[src/design/torq_pkg.sv]
`default_nettype none

package torq_pkg;

    localparam int TIME_W  = 15;
    localparam int ID_W    = 4;
    localparam int COUNT_W = 5;

    localparam logic OP_INSERT = 1'b0;
    localparam logic OP_REMOVE = 1'b1;

    localparam logic [1:0] ST_OK    = 2'd0;
    localparam logic [1:0] ST_FULL  = 2'd1;
    localparam logic [1:0] ST_EMPTY = 2'd2;

    typedef struct packed {
        logic [TIME_W-1:0] req_time;
        logic [ID_W-1:0]   req_id;
    } entry_t;

    typedef struct packed {
        logic shift_in;
        logic shift_out;
    } cell_ctl_t;

endpackage

`default_nettype wire

[src/design/torq_cell.sv]
`default_nettype none

module torq_cell (
    input  wire logic                clk,
    input  wire torq_pkg::cell_ctl_t ctl,
    input  wire torq_pkg::entry_t    new_entry,
    input  wire logic                occupied,
    input  wire logic                prev_cmp,
    input  wire torq_pkg::entry_t    prev_entry,
    input  wire torq_pkg::entry_t    next_entry,
    output torq_pkg::entry_t         entry,
    output logic                     cmp
);

    torq_pkg::entry_t entry_reg;
    torq_pkg::entry_t entry_next;
    logic             sorts_before;

    always_comb
    begin
        sorts_before = (new_entry.req_time < entry_reg.req_time) ||
                       ((new_entry.req_time == entry_reg.req_time) &&
                        (new_entry.req_id < entry_reg.req_id));
        cmp = !occupied || sorts_before;
    end

    always_comb
    begin
        entry_next = entry_reg;
        if (ctl.shift_in)
        begin
            if (prev_cmp)
            begin
                entry_next = prev_entry;
            end
            else if (cmp)
            begin
                entry_next = new_entry;
            end
        end
        else if (ctl.shift_out)
        begin
            entry_next = next_entry;
        end
    end

    always_ff @(posedge clk)
    begin
        entry_reg <= entry_next;
    end

    assign entry = entry_reg;

endmodule

`default_nettype wire

[src/design/timestamp_ordered_request_queue_core.sv]
// Channel   Ports                                              Handshake
// request   opcode, req_time, req_id                           start and not busy
// result    head_valid, head_time, head_id, entry_count,       done, one cycle
//           status
//
// Each request's result is shown on the cycle that follows it.
// The row of cells compares and shifts in parallel, so busy never rises.
// Reset empties the queue; the stored entries themselves are not cleared.
// The receiver cannot stall, so a result is present for one cycle only.

`default_nettype none

module timestamp_ordered_request_queue_core #(
    parameter int QUEUE_DEPTH = 16
) (
    input  wire logic                           clk,
    input  wire logic                           rst_n,
    input  wire logic                           start,
    output logic                                busy,
    input  wire logic                           opcode,
    input  wire logic [torq_pkg::TIME_W-1:0]    req_time,
    input  wire logic [torq_pkg::ID_W-1:0]      req_id,
    output logic                                done,
    output logic                                head_valid,
    output logic [torq_pkg::TIME_W-1:0]         head_time,
    output logic [torq_pkg::ID_W-1:0]           head_id,
    output logic [torq_pkg::COUNT_W-1:0]        entry_count,
    output logic [1:0]                          status
);

    localparam int CW = $clog2(QUEUE_DEPTH + 1);

    logic [CW-1:0]       count_reg;
    logic [CW-1:0]       count_next;
    logic                done_reg;
    logic [1:0]          status_reg;
    logic [1:0]          status_next;
    logic                accept;
    logic                full;
    logic                empty;
    torq_pkg::cell_ctl_t ctl;
    torq_pkg::entry_t    new_entry;
    torq_pkg::entry_t    ent [QUEUE_DEPTH];
    logic                cmp [QUEUE_DEPTH];
    logic [CW+torq_pkg::COUNT_W-1:0] count_wide;

    assign busy      = 1'b0;
    assign accept    = start && !busy;
    assign full      = (count_reg == CW'(QUEUE_DEPTH));
    assign empty     = (count_reg == '0);
    assign new_entry = '{req_time: req_time, req_id: req_id};

    always_comb
    begin
        ctl.shift_in  = accept && (opcode == torq_pkg::OP_INSERT) && !full;
        ctl.shift_out = accept && (opcode == torq_pkg::OP_REMOVE) && !empty;
        count_next    = count_reg;
        status_next   = torq_pkg::ST_OK;
        if (ctl.shift_in)
        begin
            count_next = count_reg + CW'(1);
        end
        else if (ctl.shift_out)
        begin
            count_next = count_reg - CW'(1);
        end
        if (opcode == torq_pkg::OP_INSERT)
        begin
            if (full)
            begin
                status_next = torq_pkg::ST_FULL;
            end
        end
        else if (empty)
        begin
            status_next = torq_pkg::ST_EMPTY;
        end
    end

    genvar k;
    generate
        for (k = 0; k < QUEUE_DEPTH; k++)
        begin : g_cell
            logic             prev_cmp;
            torq_pkg::entry_t prev_entry;
            torq_pkg::entry_t next_entry;

            if (k == 0)
            begin : g_first
                assign prev_cmp   = 1'b0;
                assign prev_entry = ent[0];
            end
            else
            begin : g_mid
                assign prev_cmp   = cmp[k-1];
                assign prev_entry = ent[k-1];
            end

            if (k == QUEUE_DEPTH - 1)
            begin : g_last
                assign next_entry = ent[k];
            end
            else
            begin : g_inner
                assign next_entry = ent[k+1];
            end

            torq_cell u_cell (
                .clk        (clk),
                .ctl        (ctl),
                .new_entry  (new_entry),
                .occupied   (CW'(k) < count_reg),
                .prev_cmp   (prev_cmp),
                .prev_entry (prev_entry),
                .next_entry (next_entry),
                .entry      (ent[k]),
                .cmp        (cmp[k])
            );
        end
    endgenerate

    always_ff @(posedge clk or negedge rst_n)
    begin
        if (!rst_n)
        begin
            count_reg <= '0;
            done_reg  <= 1'b0;
        end
        else
        begin
            count_reg <= count_next;
            done_reg  <= accept;
        end
    end

    always_ff @(posedge clk)
    begin
        if (accept)
        begin
            status_reg <= status_next;
        end
    end

    assign count_wide  = {{torq_pkg::COUNT_W{1'b0}}, count_reg};
    assign done        = done_reg;
    assign head_valid  = !empty;
    assign head_time   = empty ? '0 : ent[0].req_time;
    assign head_id     = empty ? '0 : ent[0].req_id;
    assign entry_count = count_wide[torq_pkg::COUNT_W-1:0];
    assign status      = status_reg;

    a_done_follows: assert property (@(posedge clk) disable iff (!rst_n)
        accept |=> done)
        else $error("A request did not produce a result on the next cycle.");

    a_count_bound: assert property (@(posedge clk) disable iff (!rst_n)
        count_reg <= CW'(QUEUE_DEPTH))
        else $error("The entry count exceeds the queue depth.");

    a_full_status: assert property (@(posedge clk) disable iff (!rst_n)
        done && (status == torq_pkg::ST_FULL) |-> full)
        else $error("A dropped insert was flagged while the queue had room.");

    a_remove_count: assert property (@(posedge clk) disable iff (!rst_n)
        accept && (opcode == torq_pkg::OP_REMOVE) && !empty
        |=> count_reg == $past(count_reg) - CW'(1))
        else $error("A remove did not lower the entry count by one.");

endmodule

`default_nettype wire

[config.mk]
export PLATFORM = sky130hd
export DESIGN_NAME = timestamp_ordered_request_queue_core
export DESIGN_NICKNAME = d
export VERILOG_FILES = /design/src/design/torq_pkg.sv /design/src/design/torq_cell.sv /design/src/design/timestamp_ordered_request_queue_core.sv
export SDC_FILE = /design/constraint.sdc
export NUM_CORES = 1
export LEC_CHECK = 0
export BUFFER_PORTS_ARGS = -buffer_cell sky130_fd_sc_hd__buf_4
export CAP_MARGIN = 20
export CORE_UTILIZATION = 55
export CTS_CLUSTER_DIAMETER = 80
export DETAILED_ROUTE_END_ITERATION = 12
export PLACE_DENSITY_LB_ADDON = 0.25
export SYNTH_ARGS = -nofsm -noshare
export SYNTH_HDL_FRONTEND = slang
export SYNTH_HIERARCHICAL = 1
export SYNTH_SLANG_ARGS = --single-unit
[constraint.sdc]
create_clock -name clk -period 5.2 [get_ports clk]
set_input_delay 0.26 -clock clk [delete_from_list [all_inputs] [get_ports clk]]
set_output_delay 0.26 -clock clk [all_outputs]
set_load 0.01 [all_outputs]
# [After elaboration in Yosys (flattened, before gate mapping)]
# Index checks and enable logic that the tools add are counted.
[word_totals] in_bits=23 ff_bits=312 wordCells=275 output_inout_bits=29
[classes] bitwise=1 n_addsub=2 reduce_logical=89 eq_ne=32 n_lt_le_gt_ge=48 n_mux=68
[ops] op="$mux W19" n=61
[ops] op="$eq A15 B15 Y1" n=16
[ops] op="$lt A15 B15 Y1" n=16
[ops] op="$lt A4 B4 Y1" n=16
[ops] op="$ne A3 B1 Y1 const B" n=14
[ops] op="$lt A4 B5 Y1 const A" n=8
[ops] op="$logic_or A1 B1 Y1" n=32
[ops] op="$reduce_and A2 Y1" n=16
[ops] op="$logic_and A1 B1 Y1" n=20
[ops] op="$lt A3 B5 Y1 const A" n=4
[ops] op="$logic_not A1 Y1" n=18
[ops] op="$mux W15" n=1
[ops] op="$lt A1 B5 Y1 const A" n=2
[ops] op="$lt A2 B5 Y1 const A" n=2
[ops] op="$mux W5" n=2
[ops] op="$add A5 B1 Y5 const B" n=1
[ops] op="$eq A5 B5 Y1 const B" n=1
[ops] op="$logic_not A5 Y1" n=1
[ops] op="$sub A5 B1 Y5 const B" n=1
[ops] op="$mux W2" n=2
[ops] op="$mux W4" n=1
[ops] op="$reduce_bool A2 Y1" n=2
[ops] op="$ne A2 B1 Y1 const B" n=1
[ops] op="$mux W1" n=1
[ops] op="$not A1 Y1" n=1

# [Longest topological paths before layout]
[logic_depth] word_depth=7 depth_mapped=10

# [Hierarchy]
# Netlist, hierarchy kept.
[modules_own_cells] mod="torq_cell" area_each_um2=1428.9 instances=16 seq_area_each_um2=570.5 cells_each=147
[modules_own_cells] mod="timestamp_ordered_request_queue_core" area_each_um2=840.8 instances=1 seq_area_each_um2=210.2 cells_each=98

# [Worst setup path after synthesis]
# No wires, ideal clock.
[synth_timing] path_kind="reg-to-reg" startpoint="reg count_reg[0], in the netlist entry_count[0]" endpoint="reg g_cell[0].u_cell.entry_reg, in the netlist g_cell[0].u_cell/entry[0] (enable)" path_stages_with_launch=9 required_ns=4.799 synth_period_minus_slack_ns=4.699 setup_time_ns=0.401 setup_slack_ns=0.501 arrival_ns=4.298 path_cell_list="dfrtp_1 -> buf_6 -> inv_1 -> ha_1 -> and4bb_2 -> nor2_1 -> clkbuf_1 -> nor2_1 -> a21oi_1"
[synth_lines] element="from (decl)" line_no="timestamp_ordered_request_queue_core.sv:33" text="logic [CW-1:0] count_reg;"
[synth_lines] element="from (signal assigned)" line_no="timestamp_ordered_request_queue_core.sv:131" text="count_reg <= count_next;"
[synth_lines] element="to (signal assigned)" line_no="torq_cell.sv:49" text="entry_reg <= entry_next;"
[synth_lines] element="to (decl)" line_no="torq_cell.sv:15" text="torq_pkg::entry_t entry_reg;"

==> impl_metrics.ini <==
[finish]
drive_above_1_share_pct = 7.01
nNetsFinal = 2787
areaGrowthSynthToFinish_pct = 9.20
fin_area_um2 = 25900
instances_no_fill = 3037
diodes = 0
largest_register_ffs = 304

[timing]
drv_slew = 0
hold_violations = 0
worst_slew_pin_slew_ns = 1.17
max_freq_ghz = 0.279
finalSetupViolations = 0
min_period_over_period_pct = 68.8
skew_ns = 0.0286
rsz0062_at_grt = false
final.setup.tns_ns = 0
slew-limit-headroom_pct = 21.7
layout_min_cycle_time_ns = 3.58
finalHoldWorstSlack_ns = 0.0319

[global_routing]
grt_max_degree = 179
grtUsageTotal_pct = 29.3
grt_pass1_wl_mm = 101
gr-total-overflow = 0
antenna_found_initial = 0
grt_pass1_vias = 19078

[floorplanning]
pin_count = 52
core_um2 = 42200
row_count = 75
start_util_pct = 56.1
die_x_um = 210
die_area_um2 = 43900
chipHeight_um = 210

[clocking]
post_cts_buffers = 0
numCtsBuffers = 39
cts_root_buffer = clkbuf_16
clkTransAtPathRegs_ns = 0.05
clk-insertion-delay-late_ns = 0.56
cts_tree = done
htree_levels = 2
clockBufferDepth = 3
cts_sinks = 312

[route]
num_vias = 18871
drt_first_pass_iters = 5
drt_wl_total_mm = 64.9
drt_iter0_markers = 1556
drc = 0
ant_nets = 0
detail_route.vias_per_cell = 6.21
drt-wirelength-per-cell_um = 21.4

[critical_path]
path_class = flip-flop to flip-flop
worst_ep_required_time_ns = 5.37
critPathLaunchType = flip-flop
critPathCaptureType = flip-flop
ff2ff_setup_slack_ns = 1.62
cp.arrival_ns = 3.75
critPathMaxFanout = 20

[pwr]
finalPower_mw = 10.7
leakagePower_nw = 12.6
vdd_ir_drop_max_uv = 277
pwr_density_cell_nw_per_um2 = 413

[placement]
place.gp.congestion = 0.863
numPortBuffers = 50
dp_hpwl_mm = 45.5
post-place-cells = 2958
post_dp_cell_area_um2 = 24600

[min_path]
hp-class = input pin to flip-flop

[logic_synthesis]
synth_area_um2 = 23700
synth_warnings = 6
synth.avg_cell_area_um2 = 9.67
syn_inst = 2449

[run_status]
status = completed

[job]
cap_violations = 0
through the flow:
step	utilization [%]	setup slack, ns
final	61.3	1.62
after detailed placement	58.1	1.50
after floorplan	-	0.501
after global placement	58.1	1.60
after CTS	60.9	1.48
after global routing	61.3	1.38
critical path, cell delays in order, from the launching register on:
cell	delay, ns
dfrtp_1	0.62
nor2_1	0.31
inv_1	0.17
nor2_1	0.27
o21ai_0	0.26
o31ai_2	0.14
a31o_1	0.13
buf_4	0.31
a311oi_1	0.11
a21oi_2	0.85
cell usage in the layout, fill, tap and decap left out, drive strengths merged, types with 16 or more instances in the layout:
cell type / n
nand2: 57
o21bai: 18
nand3: 18
a211o: 16
nand3b: 16
inv: 294
nor2: 341
a21o: 19
a221o: 16
nand4b: 16
edfxtp: 306
a311oi: 16
o31ai: 16
and2: 17
o211ai: 17
clkbuf: 51
mux2i: 304
buf: 82
and4: 16
a21oi: 435
ha: 292
o21ai: 22
nand4: 34
a31o: 16
routing by layer:
metal	track usage, %	up-vias	part of all wire [%]
met5	0	-	0
met4	10.8	0	3.2
met3	4.89	165	6.0
met2	51.2	607	50
met1	36.3	9190	41
li1	-	8909	-
power breakdown:
part	total [mW]	switching (mW)	internal [mW]
Combinational	4.12	2.40	1.71
Clock	2.52	1.07	1.45
Sequential	4.06	0.564	3.50
what timing repair did:
| action | 4_1_cts | 5_1_grt |
|---|---|---|
| resized for setup | 0 | 0 |
| endpoints found under the hold margin | 9 | 0 |
| hold buffers | 2 | 0 |
path summary, 6_finish.rpt:
path,from,end,cells after the start
worst max-delay path,entry_count[4],g_cell[2].u_cell/entry[1],9
max in group asynchronous,rst_n,entry_count[2],2
worst min register to register,g_cell[4].u_cell/entry[9],g_cell[3].u_cell/entry[9],2
worst min-delay path,opcode,status[0],2
min in group asynchronous,rst_n,done,2
worst max register to register,entry_count[4],g_cell[2].u_cell/entry[1],9
final cells by class:
class | count | area, um2
clock buffer | 51 | 1070
clock inverter | 16 | 92.6
fill | 3568 | 16400
inverter | 293 | 1100
multi-input combinational | 1742 | 12900
sequential | 312 | 9340
tap | 539 | 674
timing repair buffer | 84 | 737
(Power assumes the default switching activity.)
